$ cat config.mk
export PLATFORM = sky130hd
export DESIGN_NAME = text_line_segmenter
export DESIGN_NICKNAME = d
export VERILOG_FILES = /design/src/hw/rtl/tls_pkg.sv /design/src/hw/rtl/tls_tracker.sv /design/src/hw/rtl/text_line_segmenter.sv
export SDC_FILE = /design/constraint.sdc
export NUM_CORES = 1
export LEC_CHECK = 0
export BUFFER_PORTS_ARGS = -buffer_cell sky130_fd_sc_hd__clkbuf_2
export CELL_PAD_IN_SITES_DETAIL_PLACEMENT = 1
export CELL_PAD_IN_SITES_GLOBAL_PLACEMENT = 1
export CORE_MARGIN = 2
export CORE_UTILIZATION = 46
export DETAILED_ROUTE_END_ITERATION = 12
export PLACE_DENSITY = 0.82
export SLEW_MARGIN = 10
export SYNTH_ARGS = -nofsm -noshare
export SYNTH_HDL_FRONTEND = slang
export SYNTH_SLANG_ARGS = --single-unit
$ cat constraint.sdc
create_clock -name clk_i -period 12.77 [get_ports clk_i]
set_clock_uncertainty 0.1 [all_clocks]
set_input_delay 0.6385 -clock clk_i [delete_from_list [all_inputs] [get_ports clk_i]]
set_output_delay 0.6385 -clock clk_i [all_outputs]
set_load 0.03 [all_outputs]
$ cat src/hw/rtl/tls_pkg.sv
// Shared types and constants for the text line segmenter.
`default_nettype none

package tls_pkg;

  // Rows per image that are tracked; later rows are ignored.
  localparam int unsigned MaxRows    = 4096;
  localparam int unsigned RowW       = $clog2(MaxRows) + 1;  // counter can hold MaxRows
  localparam int unsigned TopW       = $clog2(MaxRows);
  localparam int unsigned SegCap     = 128;
  localparam int unsigned LineNumW   = 7;

  localparam int unsigned PixW       = 8;
  localparam int unsigned GapW       = 12;
  localparam int unsigned MinHW      = 12;
  localparam int unsigned MaxSegW    = 8;
  localparam int unsigned ApbAddrW   = 4;
  localparam int unsigned ApbDataW   = 32;

  localparam logic [PixW-1:0]    DarkThresholdRst = 8'd200;
  localparam logic [GapW-1:0]    GapToleranceRst  = 12'd1;
  localparam logic [MinHW-1:0]   MinHeightRst     = 12'd5;
  localparam logic [MaxSegW-1:0] MaxSegmentsRst   = 8'd100;

  // Register indexes (paddr[3:2]).
  typedef enum logic [1:0] {
    RegDarkThreshold = 2'd0,
    RegGapTolerance  = 2'd1,
    RegMinHeight     = 2'd2,
    RegMaxSegments   = 2'd3
  } tls_reg_e;

  typedef struct packed {
    logic [PixW-1:0]    dark_threshold;
    logic [GapW-1:0]    gap_tolerance;
    logic [MinHW-1:0]   min_height;
    logic [MaxSegW-1:0] max_segments;
  } tls_cfg_t;

  typedef struct packed {
    logic [LineNumW-1:0] line_number;
    logic [RowW-1:0]     line_bottom;
    logic [TopW-1:0]     line_top;
  } tls_line_t;

endpackage

`default_nettype wire

$ cat src/hw/rtl/tls_tracker.sv
// Per-pixel darkness test and row/line state tracking.
`default_nettype none

module tls_tracker import tls_pkg::*; (
  input  wire logic            clk_i,
  input  wire logic            rst_ni,
  input  wire tls_cfg_t        cfg_i,
  input  wire logic            fire_i,
  input  wire logic [PixW-1:0] red_i,
  input  wire logic [PixW-1:0] green_i,
  input  wire logic [PixW-1:0] blue_i,
  input  wire logic            row_end_i,
  input  wire logic            image_end_i,
  output logic                 res_valid_o,
  output tls_line_t            res_line_o,
  output logic                 res_flush_o
);

  localparam logic [RowW-1:0]    BlankMax  = {RowW{1'b1}};
  localparam logic [MaxSegW-1:0] SegCapVal = MaxSegW'(SegCap);

  logic                row_inked_q, row_inked_d;
  logic [RowW-1:0]     row_counter_q, row_counter_d;
  logic                in_line_q, in_line_d;
  logic [TopW-1:0]     open_top_q, open_top_d;
  logic [RowW-1:0]     blank_run_q, blank_run_d;
  logic [MaxSegW-1:0]  lines_found_q, lines_found_d;

  logic                dark, inked, row_done, row_ok, close, room;
  logic [RowW-1:0]     blank_inc, y1, line_end, height;
  logic [MaxSegW-1:0]  seg_limit;
  logic                emit_close, emit_flush;
  logic [TopW-1:0]     cur_top;
  logic [RowW-1:0]     cur_rows;

  always_comb begin
    dark      = (red_i < cfg_i.dark_threshold) && (green_i < cfg_i.dark_threshold) &&
                (blue_i < cfg_i.dark_threshold);
    inked     = row_inked_q | dark;
    row_done  = row_end_i | image_end_i;
    row_ok    = row_counter_q < RowW'(MaxRows);
    seg_limit = (cfg_i.max_segments > SegCapVal) ? SegCapVal : cfg_i.max_segments;
    room      = lines_found_q < seg_limit;
    blank_inc = (blank_run_q == BlankMax) ? blank_run_q : blank_run_q + RowW'(1);
    close     = blank_inc > {1'b0, cfg_i.gap_tolerance};
    y1        = row_counter_q + RowW'(1);
    line_end  = (y1 >= blank_inc) ? y1 - blank_inc : '0;
    height    = (line_end >= {1'b0, open_top_q}) ? line_end - {1'b0, open_top_q} : '0;

    row_inked_d   = inked;
    row_counter_d = row_counter_q;
    in_line_d     = in_line_q;
    open_top_d    = open_top_q;
    blank_run_d   = blank_run_q;
    lines_found_d = lines_found_q;
    emit_close    = 1'b0;
    emit_flush    = 1'b0;

    if (row_done) begin
      if (row_ok) begin
        if (inked) begin
          if (!in_line_q) begin
            open_top_d = row_counter_q[TopW-1:0];
            in_line_d  = 1'b1;
          end
          blank_run_d = '0;
        end else if (in_line_q) begin
          blank_run_d = blank_inc;
          if (close) begin
            emit_close  = (height > {1'b0, cfg_i.min_height}) && room;
            in_line_d   = 1'b0;
            blank_run_d = '0;
          end
        end
        row_counter_d = y1;
      end
      row_inked_d = 1'b0;
    end

    // Line start and image height as seen after this pixel's row, before the clear
    cur_top  = open_top_d;
    cur_rows = row_counter_d;

    // Flush a line still open at image end, then start the next image clean.
    if (image_end_i) begin
      emit_flush    = in_line_d && !emit_close && room;
      row_inked_d   = 1'b0;
      row_counter_d = '0;
      in_line_d     = 1'b0;
      open_top_d    = '0;
      blank_run_d   = '0;
      lines_found_d = '0;
    end else if (emit_close) begin
      lines_found_d = lines_found_q + MaxSegW'(1);
    end

    res_valid_o             = fire_i && (emit_close || emit_flush);
    res_flush_o             = emit_flush;
    res_line_o.line_number  = lines_found_q[LineNumW-1:0];
    res_line_o.line_top     = cur_top;
    res_line_o.line_bottom  = emit_flush ? cur_rows : line_end;
  end

  always_ff @(posedge clk_i or negedge rst_ni) begin
    if (!rst_ni) begin
      row_inked_q   <= 1'b0;
      row_counter_q <= '0;
      in_line_q     <= 1'b0;
      open_top_q    <= '0;
      blank_run_q   <= '0;
      lines_found_q <= '0;
    end else if (fire_i) begin
      row_inked_q   <= row_inked_d;
      row_counter_q <= row_counter_d;
      in_line_q     <= in_line_d;
      open_top_q    <= open_top_d;
      blank_run_q   <= blank_run_d;
      lines_found_q <= lines_found_d;
    end
  end

endmodule

`default_nettype wire

$ cat src/hw/rtl/text_line_segmenter.sv
// Text line segmenter top level: stream ports, register file and result queue.
//
// Pixels stream in raster order, at most one transfer per clock; each transfer is
// classified and the row/line state updated in the same cycle, and any
// detected line (start row, exclusive end row, ordinal, flush flag) is
// written into a two-entry result queue. s_axis_tready stays high while
// the queue has a free entry, so the block takes one pixel every cycle
// whenever the result side keeps up. Registers: 0x0 dark threshold,
// 0x4 gap tolerance, 0x8 minimum height, 0xC segment limit; write them
// only while no image is in progress.
`default_nettype none

module text_line_segmenter import tls_pkg::*; (
  input  wire logic                clk_i,
  input  wire logic                rst_ni,
  // APB register port
  input  wire logic                psel,
  input  wire logic                penable,
  input  wire logic                pwrite,
  input  wire logic [ApbAddrW-1:0] paddr,
  input  wire logic [ApbDataW-1:0] pwdata,
  output logic [ApbDataW-1:0]      prdata,
  output logic                     pready,
  // pixel stream
  input  wire logic                s_axis_tvalid,
  output logic                     s_axis_tready,
  input  wire logic [23:0]         s_axis_tdata,  // red[7:0], green[15:8], blue[23:16]
  input  wire logic                s_axis_tlast,  // row_end
  input  wire logic                s_axis_tuser,  // image_end
  // line stream
  output logic                     m_axis_tvalid,
  input  wire logic                m_axis_tready,
  output logic [31:0]              m_axis_tdata,  // line_top[11:0], line_bottom[24:12],
                                                  // line_number[31:25]
  output logic                     m_axis_tuser   // at_image_end
);

  tls_cfg_t  cfg_q, cfg_d;
  logic      apb_wr;
  tls_reg_e  reg_sel;

  assign pready  = 1'b1;
  assign apb_wr  = psel && penable && pwrite;
  assign reg_sel = tls_reg_e'(paddr[3:2]);

  always_comb begin
    cfg_d = cfg_q;
    if (apb_wr) begin
      unique case (reg_sel)
        RegDarkThreshold: cfg_d.dark_threshold = pwdata[PixW-1:0];
        RegGapTolerance:  cfg_d.gap_tolerance  = pwdata[GapW-1:0];
        RegMinHeight:     cfg_d.min_height     = pwdata[MinHW-1:0];
        RegMaxSegments:   cfg_d.max_segments   = pwdata[MaxSegW-1:0];
        default:          cfg_d = cfg_q;
      endcase
    end
  end

  always_comb begin
    unique case (reg_sel)
      RegDarkThreshold: prdata = ApbDataW'(cfg_q.dark_threshold);
      RegGapTolerance:  prdata = ApbDataW'(cfg_q.gap_tolerance);
      RegMinHeight:     prdata = ApbDataW'(cfg_q.min_height);
      RegMaxSegments:   prdata = ApbDataW'(cfg_q.max_segments);
      default:          prdata = '0;
    endcase
  end

  always_ff @(posedge clk_i or negedge rst_ni) begin
    if (!rst_ni) begin
      cfg_q.dark_threshold <= DarkThresholdRst;
      cfg_q.gap_tolerance  <= GapToleranceRst;
      cfg_q.min_height     <= MinHeightRst;
      cfg_q.max_segments   <= MaxSegmentsRst;
    end else begin
      cfg_q <= cfg_d;
    end
  end

  // Line tracker
  logic      in_fire, res_valid, res_flush;
  tls_line_t res_line;

  assign in_fire = s_axis_tvalid && s_axis_tready;

  tls_tracker u_tracker (
    .clk_i       (clk_i),
    .rst_ni      (rst_ni),
    .cfg_i       (cfg_q),
    .fire_i      (in_fire),
    .red_i       (s_axis_tdata[7:0]),
    .green_i     (s_axis_tdata[15:8]),
    .blue_i      (s_axis_tdata[23:16]),
    .row_end_i   (s_axis_tlast),
    .image_end_i (s_axis_tuser),
    .res_valid_o (res_valid),
    .res_line_o  (res_line),
    .res_flush_o (res_flush)
  );

  // Two-entry result queue: head drives the port, tail holds a waiting line.
  logic [1:0] count_q, count_d;
  tls_line_t  head_line_q, head_line_d, tail_line_q, tail_line_d;
  logic       head_flush_q, head_flush_d, tail_flush_q, tail_flush_d;
  logic       out_fire;

  assign out_fire      = m_axis_tvalid && m_axis_tready;
  assign s_axis_tready = (count_q != 2'd2);
  assign m_axis_tvalid = (count_q != 2'd0);
  assign m_axis_tdata  = {head_line_q.line_number, head_line_q.line_bottom,
                          head_line_q.line_top};
  assign m_axis_tuser  = head_flush_q;

  always_comb begin
    count_d      = count_q;
    head_line_d  = head_line_q;
    head_flush_d = head_flush_q;
    tail_line_d  = tail_line_q;
    tail_flush_d = tail_flush_q;
    unique case ({res_valid, out_fire})
      2'b10: begin
        count_d = count_q + 2'd1;
        if (count_q == 2'd0) begin
          head_line_d  = res_line;
          head_flush_d = res_flush;
        end else begin
          tail_line_d  = res_line;
          tail_flush_d = res_flush;
        end
      end
      2'b01: begin
        count_d      = count_q - 2'd1;
        head_line_d  = tail_line_q;
        head_flush_d = tail_flush_q;
      end
      2'b11: begin
        // count is one here: replace the departing head
        head_line_d  = res_line;
        head_flush_d = res_flush;
      end
      default: count_d = count_q;
    endcase
  end

  always_ff @(posedge clk_i or negedge rst_ni) begin
    if (!rst_ni) begin
      count_q <= 2'd0;
    end else begin
      count_q <= count_d;
    end
  end

  always_ff @(posedge clk_i) begin
    head_line_q  <= head_line_d;
    head_flush_q <= head_flush_d;
    tail_line_q  <= tail_line_d;
    tail_flush_q <= tail_flush_d;
  end

  a_queue_bound: assert property (@(posedge clk_i) disable iff (!rst_ni)
    count_q != 2'd3)
    else $error("result queue count out of range");

  a_queue_push: assert property (@(posedge clk_i) disable iff (!rst_ni)
    (res_valid && !out_fire) |=> (count_q == $past(count_q) + 2'd1))
    else $error("line result not queued");

  a_line_order: assert property (@(posedge clk_i) disable iff (!rst_ni)
    m_axis_tvalid |-> (head_line_q.line_bottom > {1'b0, head_line_q.line_top}))
    else $error("line end not past line start");

endmodule

`default_nettype wire
* Yosys cells after proc, flatten, opt, wreduce, memory -nomap -nowiden *
Index checks and enable logic that the tools add are counted.
Widths: inputs -> output; s select.

word-level totals
  bits in registers = 156
  bits of input ports = 69
  output and inout bits = 68
  word-level logic and storage cells = 118

operators by class
  $add $sub $neg = 7
  order comparisons = 10
  equality and inequality tests = 9
  muxes and demuxes = 41
  bitwise logic cells = 3
  reductions and logical operators = 29

operator list
  operator               count
  $mux 13                13
  $pmux 32 s4            1
  $pmux 32 s3            1
  $mux 12                5
  $lt 8x8->1             4
  $mux 32                1
  $add 13x1->13 const B  2
  $gt 13x12->1           2
  $mux 8                 3
  $mux 1                 15
  $reduce_and 2->1       7
  $eq 13x13->1 const B   1
  $ge 13x12->1           1
  $ge 13x13->1           1
  $lt 13x13->1 const B   1
  $sub 13x12->13         1
  $sub 13x13->13         1
  $logic_and 1x1->1      10
  $reduce_bool 2->1      5
  $add 8x1->8 const B    1
  $eq 2x2->1 const B     4
  $gt 8x8->1 const B     1
  $reduce_bool 3->1      2
  $eq 2x1->1 const B     2
  11 further kinds       14

* Longest topological paths before layout *
Gate-level depths: netlist (run 1).

  depth after elaboration = 22
  depth in mapped cells = 39
  gate-level depth less buffers = 38

* Hierarchy *
Synthesis (run 1) repeated with hierarchy kept, for this count alone.

unflattened totals
  cells, all modules = 1017
  area, all modules = 10661.5 sq um

modules (own cells, without submodules)
  module               times used  cells each  area each (sq um)  seq. area each (sq um)
  tls_tracker          1           768         6158.4             1201.2
  text_line_segmenter  1           249         4503.1             3044.2

* Worst setup path after synthesis (run 1) *
No wires, ideal clock.

  kind = register -> register
  start point = register u_tracker.blank_run_q[0]
  end point = register head_line_q, in the netlist m_axis_tdata[0], enable pin
  setup time = 0.474 ns
  arrival = 9.066 ns
  required time = 12.196 ns
  slack = 3.130 ns
  stages on the path, launching flop included = 32
  path buffers = 1
  period minus slack after synthesis = 9.640 ns
  cells stage by stage = dfrtp_1 ha_1 and4_4 and3_1 a21oi_1 and3_1 nor2b_1 nand2_1 xnor2_1 inv_1 ha_1 nand4_1 o31ai_1 a21oi_4 a21oi_1 ha_1 o211ai_1 a21oi_1 o41ai_1 a41oi_1 nor3_1 clkbuf_1 nor2_1 ha_1 nand4_1 nor2_1 o31ai_1 a211oi_1 o21ba_2 mux2i_1 a22oi_1 o31ai_1

on the way
  word-level cells in the longest chain between the ends = 22
  elaborated cells between the ends (all ways) = 34
  those cells by class = 3 x add/sub; 4 x order compare; 5 x eq/ne; 14 x mux; 8 x reduce/logical

ends and longest elaborated chain
  element                                                                  line                        RTL
  start: declaration                                                       tls_tracker.sv:26           logic [RowW-1:0] blank_run_q, blank_run_d;
  start signal: assignment                                                 tls_tracker.sv:117          blank_run_q <= blank_run_d;
  $add 13x1->13 / $eq 13x13->1 (equally long branches)                     tls_tracker.sv:44           blank_inc = (blank_run_q == BlankMax) ? blank_run_q : blank_run_q + RowW'(1);
  $mux 13 *                                                                tls_tracker.sv:44
  $sub 13x13->13 / $ge 13x13->1 (equally long branches)                    tls_tracker.sv:47           line_end = (y1 >= blank_inc) ? y1 - blank_inc : '0;
  $mux 13                                                                  tls_tracker.sv:47
  $sub 13x12->13 / $ge 13x12->1 (equally long branches)                    tls_tracker.sv:48           height = (line_end >= {1'b0, open_top_q}) ? line_end - {1'b0, open_top_q} : '0;
  $mux 13                                                                  tls_tracker.sv:48
  $gt 13x12->1                                                             tls_tracker.sv:70           emit_close = (height > {1'b0, cfg_i.min_height}) && room;
  $logic_and 1x1->1                                                        tls_tracker.sv:70
  [... 5 more ...]                                                         -
  $logic_not 1->1                                                          tls_tracker.sv:86           emit_flush = in_line_d && !emit_close && room;
  $logic_and 1x1->1 (2 in a row)                                           tls_tracker.sv:86
  $mux 1                                                                   tls_tracker.sv:85           if (image_end_i) begin
  $logic_or 1x1->1 *                                                       tls_tracker.sv:97           res_valid_o = fire_i && (emit_close || emit_flush);
  $logic_and 1x1->1 *                                                      tls_tracker.sv:97
  $eq 2x2->1 / $eq 2x1->1 (equally long branches)                          text_line_segmenter.sv:120  unique case ({res_valid, out_fire})
  $ne 2x2->1 (no source line) / $reduce_bool 3->1 (equally long branches)  -
  $reduce_and 2->1 (no source line) *                                      -
  end signal: assignment                                                   text_line_segmenter.sv:154  head_line_q <= head_line_d;
  end: declaration                                                         text_line_segmenter.sv:103  tls_line_t head_line_q, head_line_d, tail_line_q, tail_line_d;

Every way passes the cells marked *; elsewhere a longest branch is shown, timed or not.
A chain may end at the register's enable or synchronous reset.

==> run summary, run 1 <==
final setup TNS: 0 ns
fraction of registers with async set/reset: 57.69%
xor/xnor cell area share of the yosys netlist: 4.360%
cell accounting for the most synthesized area: sky130_fd_sc_hd__dfrtp_1
area fraction in and, or, nand and nor cells after synthesis: 14.59%
post-synthesis average cell area: 9.697 um^2
biggest area contributors in the synthesized netlist: sky130_fd_sc_hd__dfrtp_1 (19%), sky130_fd_sc_hd__edfxtp_1 (19%), sky130_fd_sc_hd__ha_1 (10%)
commonest non-fill, non-tap cells in the layout: sky130_fd_sc_hd__nand2_1 (101), sky130_fd_sc_hd__clkbuf_2 (92), sky130_fd_sc_hd__ha_1 (85), sky130_fd_sc_hd__inv_1 (83), sky130_fd_sc_hd__dfrtp_1 (81)
post-synth design cell area: 0.01065 mm^2
full die area: 0.02438 mm^2
pin slew with the least headroom to its limit: 1.060 ns
Critical Setup Path Class: flop to flop
Max Root-Sink Buffers: 2
upper clock frequency limit: 0.09012 GHz
post-synthesis cell count: 1,098
clock tree from TritonCTS: built
remaining global-route overflow: 0
total vias in the final route: 8,789
wire length of the first global-routing pass: 48,560 um
iteration-0 DRC count of the detailed router: 480
biggest fanout along the worst timing path: 31
warning count from the yosys run: 0
fraction of the mapped netlist area in compound gates: 15.98%
buffers and inverters on the worst path: 3
pin count of the biggest net entering global routing: 52
Arrival @ worst endpoint: 11.13 ns
via-per-instance ratio: 5.979
number of register bits inferred by synthesis: 156
net count reported at finish: 1,328
share of the cycle needed by the critical path after routing: 86.89%
Vert. Die Dim: 156.1 um
# Post-CTS Setup Buffers: 0
cell with the biggest individual delay on the critical path: sky130_fd_sc_hd__nor3_1
average wire per cell in the routed design: 20.63 um
antenna violations before repair: 0
half-perimeter wire length after detailed placement: 22,890 um
number of port buffers: 93
number of enable-type register cells in the synthesized netlist: 66
initial core utilization: 46.89%
number of levels in the clock H-tree: 4
post-synthesis adder-cell area fraction: 10.36%
Core Box Area: 0.02271 mm^2
Hold Buf Count CTS: 0
vias in the first global route: 9,033
worst slew margin relative to its limit: 28.77%
routability congestion estimate from global placement: 0.9215
CP max stage delay: 0.89 ns
Top-Level Pins: 137
flop2flop setup slack: 1.67 ns
clock period minus worst slack: 11.10 ns
top cell type's share of synthesized area: 19.04%
portion of netlist area occupied by mux cells: 8.425%
Final setup viols: 0
main flop type after synthesis: sky130_fd_sc_hd__dfrtp_1
count of nets left with antenna violations after detail routing: 0
startpoint type of the worst setup path: flop
Final Instance Area: 0.01190 mm^2
root buffer selected by CTS: sky130_fd_sc_hd__clkbuf_16
leading cell type in the layout, fill and taps excluded: sky130_fd_sc_hd__nand2_1
relative area change from synthesis to final layout: 11.73%
area of placed instances: 0.01129 mm^2
layout cell share with drive strength beyond 1: 19.24%
sequential fraction of the synthesis area: 39.87%
number of gates resized after cts: 0
largest delay contributor family on the critical path: compound AO/OA/AOI/OAI gates
Worst Path Required: 12.80 ns
insertion delay of the later-clocked pin in the worst-skew pair: 0.44 ns
number of distinct library cell variants in the gate-level netlist after synthesis: 77
Reg clk slew, reported paths: 0.08 ns
post-route DRC violation count: 0
crit-path most repeated cell: sky130_fd_sc_hd__ha_1
Antenna diodes: 0
crit path capture type: flop
number of rows in the core area: 55
die width: 156.1 um
reported max-cap violation count: 0
total wire length after detailed routing: 30,330 um
RSZ-0062 raised after global routing: false
result of the run: finished, final reports clean
max-slew violation total from the final report: 0
combinational family with the most area after synthesis: compound AO/OA/AOI/OAI gates
overall global routing resource usage: 25.60%
worst min-delay path category: input pin to async pin
Num Clock Sinks: 156
Inserted Clock Buffers: 17
Final Hold Violating Endpoints: 0
drt first pass iters: 5
==> metal layers <==
metal / share of wire, % / GRT usage [%] / vias up
met5: 0 / 0 / -
met4: 2.1 / 7.689 / 0
met3: 4.1 / 4.139 / 52
met2: 50 / 43.83 / 216
met1: 44 / 33.44 / 4425
li1: - / - / 4096
==> through the flow <==
stage	setup WS [ns]	hold slack, ns	std cells	utilization (%)
after floorplan	3.130	0.2429	1117	-
after global placement	2.401	0.3857	1438	49.74
after detailed placement	2.078	0.4077	1438	49.74
after CTS	1.874	0.1267	1470	52.39
after global routing	0.8698	0.1409	1470	52.39
final	1.674	0.1030	1470	52.39
==> sequential cells by signal, indices dropped and copies added, names as in the netlist <==
register / cells
cfg_q: 40
u_tracker.row_counter_q: 13
m_axis_tdata: 32
m_axis_tuser: 1
tail_line_q: 32
u_tracker.in_line_q: 1
u_tracker.open_top_q: 12
count_q: 2
u_tracker.row_inked_q: 1
tail_flush_q: 1
u_tracker.lines_found_q: 8
u_tracker.blank_run_q: 13
==> synthesized netlist by cell type (3+ instances only) <==
library cell	n
sky130_fd_sc_hd__edfxtp_1	66
sky130_fd_sc_hd__a21oi_1	50
sky130_fd_sc_hd__xor2_1	30
sky130_fd_sc_hd__a221oi_1	3
sky130_fd_sc_hd__or4_1	5
sky130_fd_sc_hd__a211oi_1	14
sky130_fd_sc_hd__o21bai_1	6
sky130_fd_sc_hd__and3_1	5
sky130_fd_sc_hd__nand2b_1	15
sky130_fd_sc_hd__or3_1	12
sky130_fd_sc_hd__o311ai_0	13
sky130_fd_sc_hd__o21a_1	5
sky130_fd_sc_hd__a22o_1	8
sky130_fd_sc_hd__a21o_1	14
sky130_fd_sc_hd__buf_1	8
sky130_fd_sc_hd__dfrtp_1	81
sky130_fd_sc_hd__mux2i_1	15
sky130_fd_sc_hd__xnor2_1	23
sky130_fd_sc_hd__o21ai_0	78
sky130_fd_sc_hd__nand2_1	101
sky130_fd_sc_hd__clkbuf_1	36
sky130_fd_sc_hd__dfstp_2	9
sky130_fd_sc_hd__mux4_2	8
sky130_fd_sc_hd__ha_1	85
sky130_fd_sc_hd__nor2_1	65
sky130_fd_sc_hd__buf_4	22
sky130_fd_sc_hd__nand4_1	20
sky130_fd_sc_hd__nand3_1	33
sky130_fd_sc_hd__or2_2	3
sky130_fd_sc_hd__mux2_2	49
sky130_fd_sc_hd__o2bb2ai_1	3
sky130_fd_sc_hd__a21oi_2	3
sky130_fd_sc_hd__nor3_1	29
sky130_fd_sc_hd__o31ai_1	15
sky130_fd_sc_hd__inv_1	83
sky130_fd_sc_hd__nor2b_1	7
sky130_fd_sc_hd__a311oi_1	7
sky130_fd_sc_hd__and2_1	9
sky130_fd_sc_hd__o211ai_1	4
==> cell type report <==
cell class	instances	area [um^2]
clock inverters	15	176.4
multi-input cells	808	5816
clock buffers	17	425.4
flip-flops and latches	156	4245
repair buffers	106	565.5
inverters	83	311.5
well taps	285	356.6
fillers	2593	10810
==> path summary, 6_finish.rpt <==
path / startpoint / to / cells after the start
max in group asynchronous: rst_ni / cfg_q[7] / 2
min in group clk_i: pwdata[8] / cfg_q[28] / 3
min reg2reg: u_tracker.open_top_q[10] / u_tracker.open_top_q[10] / 1
min: rst_ni / u_tracker.row_counter_q[10] / 1
max reg2reg: u_tracker.blank_run_q[0] / m_axis_tdata[19] / 36
max: u_tracker.blank_run_q[0] / m_axis_tdata[19] / 36
==> logic make-up (layout without fill, tap and decap cells) <==
kind of cell,count (synthesis),count (layout)
AO/OA/AOI/OAI,254,254
flip-flops,156,156
XOR/XNOR,53,53
multiplexers,73,73
AND/OR/NAND/NOR,320,320
buffers and inverters,153,221
other,2,21
adder cells (fa/ha/maj),87,87
Power of run 1 is left out: the tool's default activity adds up to more than one toggle a clock period on the data nets, which glitch-free logic cannot reach.
==> run 2, diff against run 1 <==
--- a/config.mk
+++ b/config.mk
@@ -12,6 +12,7 @@
 export CORE_UTILIZATION = 46
 export DETAILED_ROUTE_END_ITERATION = 12
 export PLACE_DENSITY = 0.82
+export REMOVE_ABC_BUFFERS = 1
 export SLEW_MARGIN = 10
 export SYNTH_ARGS = -nofsm -noshare
 export SYNTH_HDL_FRONTEND = slang
==> run summary, run 2 (synthesis gave the netlist of run 1 again) <==
number of rows in the core area: 55 (unchanged)
die width: 156.1 um (unchanged)
post-route DRC violation count: 0 (unchanged)
net count reported at finish: 1,328 (unchanged)
insertion delay of the later-clocked pin in the worst-skew pair: 0.45 ns (about the same)
total wire length after detailed routing: 32,010 um (+5.5%)
Top-Level Pins: 137 (unchanged)
CP max stage delay: 0.89 ns (about the same)
leading cell type in the layout, fill and taps excluded: sky130_fd_sc_hd__nand2_1
count of nets left with antenna violations after detail routing: 0 (unchanged)
Reg clk slew, reported paths: 0.08 ns (about the same)
relative area change from synthesis to final layout: 11.87%
drt first pass iters: 5 (unchanged)
start point of the worst hold path: pwdata[9]
total placed cells including tap cells: 1,437 (-0.070%)
upper clock frequency limit: 0.09167 GHz (+1.7%)
biggest fanout along the worst timing path: 31 (unchanged)
result of the run: finished, final reports clean
Critical Setup Path Class: flop to flop
startpoint type of the worst setup path: flop
layout cell share with drive strength beyond 1: 19.32% (+0.084 points)
Vert. Die Dim: 156.1 um (unchanged)
number of flip-flops under the largest register name: 40 (unchanged)
Inserted Clock Buffers: 17 (unchanged)
RSZ-0062 raised after global routing: false
Core Box Area: 0.02271 mm^2 (unchanged)
half-perimeter wire length after detailed placement: 22,980 um (+0.37%)
commonest non-fill, non-tap cells in the layout: sky130_fd_sc_hd__nand2_1 (101), sky130_fd_sc_hd__clkbuf_2 (92), sky130_fd_sc_hd__ha_1 (85), sky130_fd_sc_hd__inv_1 (83), sky130_fd_sc_hd__dfrtp_1 (81)
root buffer selected by CTS: sky130_fd_sc_hd__clkbuf_16
antenna violations before repair: 0 (unchanged)
Num Clock Sinks: 156 (unchanged)
Final Hold Violating Endpoints: 0 (unchanged)
clock tree from TritonCTS: built
Worst Path Required: 12.80 ns (about the same)
crit-path most repeated cell: sky130_fd_sc_hd__ha_1
Arrival @ worst endpoint: 10.93 ns (-0.20 ns)
# Post-CTS Setup Buffers: 0 (unchanged)
worst slew margin relative to its limit: 27.69% (-1.1 points)
max-slew violation total from the final report: 0 (unchanged)
final setup TNS: 0 ns (unchanged)
via-per-instance ratio: 5.999 (+0.34%)
wire length of the first global-routing pass: 51,910 um (+6.9%)
pin count of the biggest net entering global routing: 71 (+37%)
overall global routing resource usage: 27.29% (+1.7 points)
startpoint of the worst register-to-register path: u_tracker.blank_run_q[0]
vias in the first global route: 9,447 (+4.6%)
cell with the biggest individual delay on the critical path: sky130_fd_sc_hd__nor3_1
pin slew with the least headroom to its limit: 1.076 ns (+0.01539 ns)
crit path capture type: flop
flop2flop setup slack: 1.86 ns (+0.19 ns)
launching instance or port of the critical path: u_tracker.blank_run_q[0]
initial core utilization: 46.89% (unchanged)
Antenna diodes: 0 (unchanged)
full die area: 0.02438 mm^2 (unchanged)
average wire per cell in the routed design: 21.78 um (+5.5%)
share of the cycle needed by the critical path after routing: 85.43% (-1.5 points)
clock period minus worst slack: 10.91 ns (-0.1874 ns)
Max Root-Sink Buffers: 2 (unchanged)
non-filler instance count after layout: 1,470 (unchanged)
routability congestion estimate from global placement: 0.8935 (-3.0%)
worst min-delay path category: input pin to flop
total vias in the final route: 8,819 (+0.34%)
Final setup viols: 0 (unchanged)
reported max-cap violation count: 0 (unchanged)
largest reg by FF count: cfg_q
number of port buffers: 93 (unchanged)
filler instances: 2,607 (+0.54%)
number of levels in the clock H-tree: 4 (unchanged)
remaining global-route overflow: 0 (unchanged)
iteration-0 DRC count of the detailed router: 596 (+24%)
## run 2: cell count changes in the layout (fill, tap and decap cells not counted)
cell,before,now
sky130_fd_sc_hd__nor3_2,0,1
sky130_fd_sc_hd__inv_12,0,1
sky130_fd_sc_hd__nor3_1,29,28
sky130_fd_sc_hd__a41oi_2,0,1
sky130_fd_sc_hd__a21boi_1,0,1
sky130_fd_sc_hd__a21boi_0,2,1
sky130_fd_sc_hd__clkinv_8,5,4
sky130_fd_sc_hd__a41oi_1,2,1
sky130_fd_sc_hd__dlygate4sd3_1,0,1
sky130_fd_sc_hd__buf_4,14,13
## run 2: repair_timing
item                                    4_1_cts  5_1_grt
endpoints found under the setup margin        0        0
endpoints found under the hold margin        20        0
resized for setup                             0        0
hold buffers                                  1        0
## run 2: stage by stage
| stage | hold WS, ns | util (%) | instance area (um^2) | setup slack [ns] |
|---|---|---|---|---|
| global route | 0.3467 | 52.45 | 11910 | 1.015 |
| global placement | 0.3849 | 49.76 | 11300 | 2.446 |
| CTS | 0.3136 | 52.45 | 11910 | 2.001 |
| floorplan | 0.2429 | - | 10360 | 2.889 |
| detailed placement | 0.3889 | 49.76 | 11300 | 2.153 |
| finish | 0.3252 | 52.45 | 11910 | 1.861 |
## run 2: area by class of cell
| cell class | count | area [um^2] | area share [%] |
|---|---|---|---|
| Clock buffer | 17 | 425.4 | 3.571 |
| Clock inverter | 15 | 176.4 | 1.481 |
| Inverter | 83 | 311.5 | 2.616 |
| Multi-Input combinational cell | 808 | 5828 | 48.93 |
| Sequential cell | 156 | 4245 | 35.64 |
| Tap cell | 285 | 356.6 | 2.994 |
| Timing Repair Buffer | 106 | 568.0 | 4.769 |
## run 2: per-layer routing
| layer | GRT usage (%) | wire (um) |
|---|---|---|
| met4 | 9.349 | 863 |
| met3 | 3.917 | 1413 |
| met2 | 46.06 | 15420 |
| met1 | 36.05 | 14320 |
| met5 | 0 | 0 |
## run 2: final timing paths
kind | to | depth (start not counted)
setup / recovery | m_axis_tdata[24] | 36
hold / removal | cfg_q[29] | 3
setup reg to reg | m_axis_tdata[24] | 36
hold reg to reg | u_tracker.open_top_q[11] | 1
max in group asynchronous | u_tracker.blank_run_q[11] | 3
min in group asynchronous | u_tracker.row_counter_q[5] | 2
## run 2: worst max-delay path: cells and delay by family (launching register included)
family | cells | cell delay [ns]
muxes | 1 | 0.16
AOI/OAI and AO/OA | 15 | 4.19
DFF | 1 | 0.45
xor gates and xnor gates | 1 | 0.35
buffers and inverters | 4 | 1.09
adders and majority gates | 5 | 1.50
and+or+nand+nor | 10 | 2.71
Power of run 2 is left out for the same reason.
==> run 3, diff against run 2 <==
==> constraint.sdc (replaced) <==
create_clock -name clk_i -period 12.77 [get_ports clk_i]
set_clock_uncertainty 0.1 [all_clocks]
set_input_delay 1.9155 -clock clk_i [delete_from_list [all_inputs] [get_ports clk_i]]
set_output_delay 1.9155 -clock clk_i [all_outputs]
set_load 0.03 [all_outputs]
==> run summary, run 3 (synthesis gave the netlist of run 1 again) <==
result of the run: finished, final reports clean
vias in the first global route: 9,114 (-3.5%)
Critical Setup Path Class: flop to flop
Core Box Area: 0.02271 mm^2 (unchanged)
average wire per cell in the routed design: 20.91 um (-4.0%)
Inserted Clock Buffers: 17 (unchanged)
total vias in the final route: 8,832 (+0.15%)
Final Hold Violating Endpoints: 0 (unchanged)
area of placed instances: 0.01130 mm^2 (unchanged)
worst min-delay path category: flop to flop
Reg clk slew, reported paths: 0.07 ns (about the same)
total wire length after detailed routing: 30,710 um (-4.1%)
max-slew violation total from the final report: 0 (unchanged)
number of flip-flops under the largest register name: 40 (unchanged)
total placed cells including tap cells: 1,437 (unchanged)
commonest non-fill, non-tap cells in the layout: sky130_fd_sc_hd__nand2_1 (101), sky130_fd_sc_hd__clkbuf_2 (92), sky130_fd_sc_hd__ha_1 (85), sky130_fd_sc_hd__inv_1 (83), sky130_fd_sc_hd__dfrtp_1 (81)
Top-Level Pins: 137 (unchanged)
CP max stage delay: 0.88 ns (about the same)
reported max-cap violation count: 0 (unchanged)
number of rows in the core area: 55 (unchanged)
non-filler instance count after layout: 1,469 (-0.068%)
Num Clock Sinks: 156 (unchanged)
startpoint of the worst register-to-register path: u_tracker.blank_run_q[0]
Worst Path Required: 12.82 ns (+0.02 ns)
Hold Buf Count CTS: 0 (-1)
start point of the worst hold path: count_q[1]
Max Root-Sink Buffers: 2 (unchanged)
via-per-instance ratio: 6.012 (+0.22%)
pin slew with the least headroom to its limit: 1.041 ns (-0.03497 ns)
post-placement worst setup slack: 2.373 ns (+0.2201 ns)
# Post-CTS Setup Buffers: 0 (unchanged)
count of nets left with antenna violations after detail routing: 0 (unchanged)
leading cell type in the layout, fill and taps excluded: sky130_fd_sc_hd__nand2_1
worst slew margin relative to its limit: 30.09% (+2.4 points)
remaining global-route overflow: 0 (unchanged)
final setup TNS: 0 ns (unchanged)
final setup slack of the worst path: 2.132 ns (+0.2705 ns)
net count reported at finish: 1,327 (-0.075%)
layout cell share with drive strength beyond 1: 19.34% (about the same)
Final setup viols: 0 (unchanged)
insertion delay of the later-clocked pin in the worst-skew pair: 0.44 ns (about the same)
root buffer selected by CTS: sky130_fd_sc_hd__clkbuf_16
Antenna diodes: 0 (unchanged)
Arrival @ worst endpoint: 10.69 ns (-0.24 ns)
launching instance or port of the critical path: u_tracker.blank_run_q[0]
overall global routing resource usage: 26.18% (-1.1 points)
RSZ-0062 raised after global routing: false
antenna violations before repair: 0 (unchanged)
biggest fanout along the worst timing path: 31 (unchanged)
largest reg by FF count: cfg_q
pin count of the biggest net entering global routing: 76 (+7.0%)
drt first pass iters: 5 (unchanged)
iteration-0 DRC count of the detailed router: 608 (+2.0%)
number of levels in the clock H-tree: 4 (unchanged)
wire length of the first global-routing pass: 49,760 um (-4.1%)
cell with the biggest individual delay on the critical path: sky130_fd_sc_hd__nor3_1
upper clock frequency limit: 0.09400 GHz (+2.5%)
crit path capture type: flop
share of the cycle needed by the critical path after routing: 83.31% (-2.1 points)
full die area: 0.02438 mm^2 (unchanged)
half-perimeter wire length after detailed placement: 22,560 um (-1.8%)
number of port buffers: 93 (unchanged)
die width: 156.1 um (unchanged)
number of gates resized after cts: 0 (unchanged)
startpoint type of the worst setup path: flop
clock period minus worst slack: 10.64 ns (-0.2705 ns)
crit-path most repeated cell: sky130_fd_sc_hd__ha_1
Final Instance Area: 0.01190 mm^2 (about the same)
routability congestion estimate from global placement: 0.9192 (+2.9%)
Vert. Die Dim: 156.1 um (unchanged)
initial core utilization: 46.89% (unchanged)
clock tree from TritonCTS: built
post-route DRC violation count: 0 (unchanged)
relative area change from synthesis to final layout: 11.76% (about the same)
==> run 3: metrics by stage <==
stage / utilization [%] / hold WS (ns)
finish: 52.40 / 0.3996
detailed placement: 49.76 / 0.3907
global placement: 49.76 / 0.3816
CTS: 52.40 / 0.4005
floorplan: - / 0.3647
global route: 52.40 / 0.4257
==> run 3: worst max-delay path, delay by kind of cell (launching register included) <==
family	cells	cell delay, ns
xor+xnor	1	0.28
fa+ha+maj	5	1.62
simple gates	10	2.84
compound gates	15	3.81
buf+inv	4	0.77
flops	1	0.44
mux	1	0.44
==> run 3: layout make-up <==
class / instances / area, um^2
Fill cell: 2593 / 10810
Multi-Input combinational cell: 808 / 5828
Sequential cell: 156 / 4245
Timing Repair Buffer: 105 / 558.0
Clock buffer: 17 / 425.4
Tap cell: 285 / 356.6
Clock inverter: 15 / 175.2
Inverter: 83 / 311.5
==> run 3: worst paths after layout <==
kind | to | slack, ns | cells after the start
max | m_axis_tdata[24] | 2.13 | 36
min | count_q[1] | 0.40 | 1
max reg2reg | m_axis_tdata[24] | 2.13 | 36
min reg2reg | count_q[1] | 0.40 | 1
max in group asynchronous | u_tracker.blank_run_q[11] | 10.02 | 2
min in group asynchronous | u_tracker.row_counter_q[5] | 1.24 | 1
==> run 3: routing by layer <==
| metal | part of all wire [%] | wire length, um | vias up | track usage [%] |
|---|---|---|---|---|
| li1 | - | - | 4090 | - |
| met1 | 45 | 13760 | 4431 | 34.75 |
| met2 | 48 | 14640 | 250 | 43.55 |
| met3 | 4.8 | 1470 | 61 | 4.306 |
| met4 | 2.8 | 849 | 0 | 9.087 |
| met5 | 0 | 0 | - | 0 |
Power of run 3 is left out for the same reason.
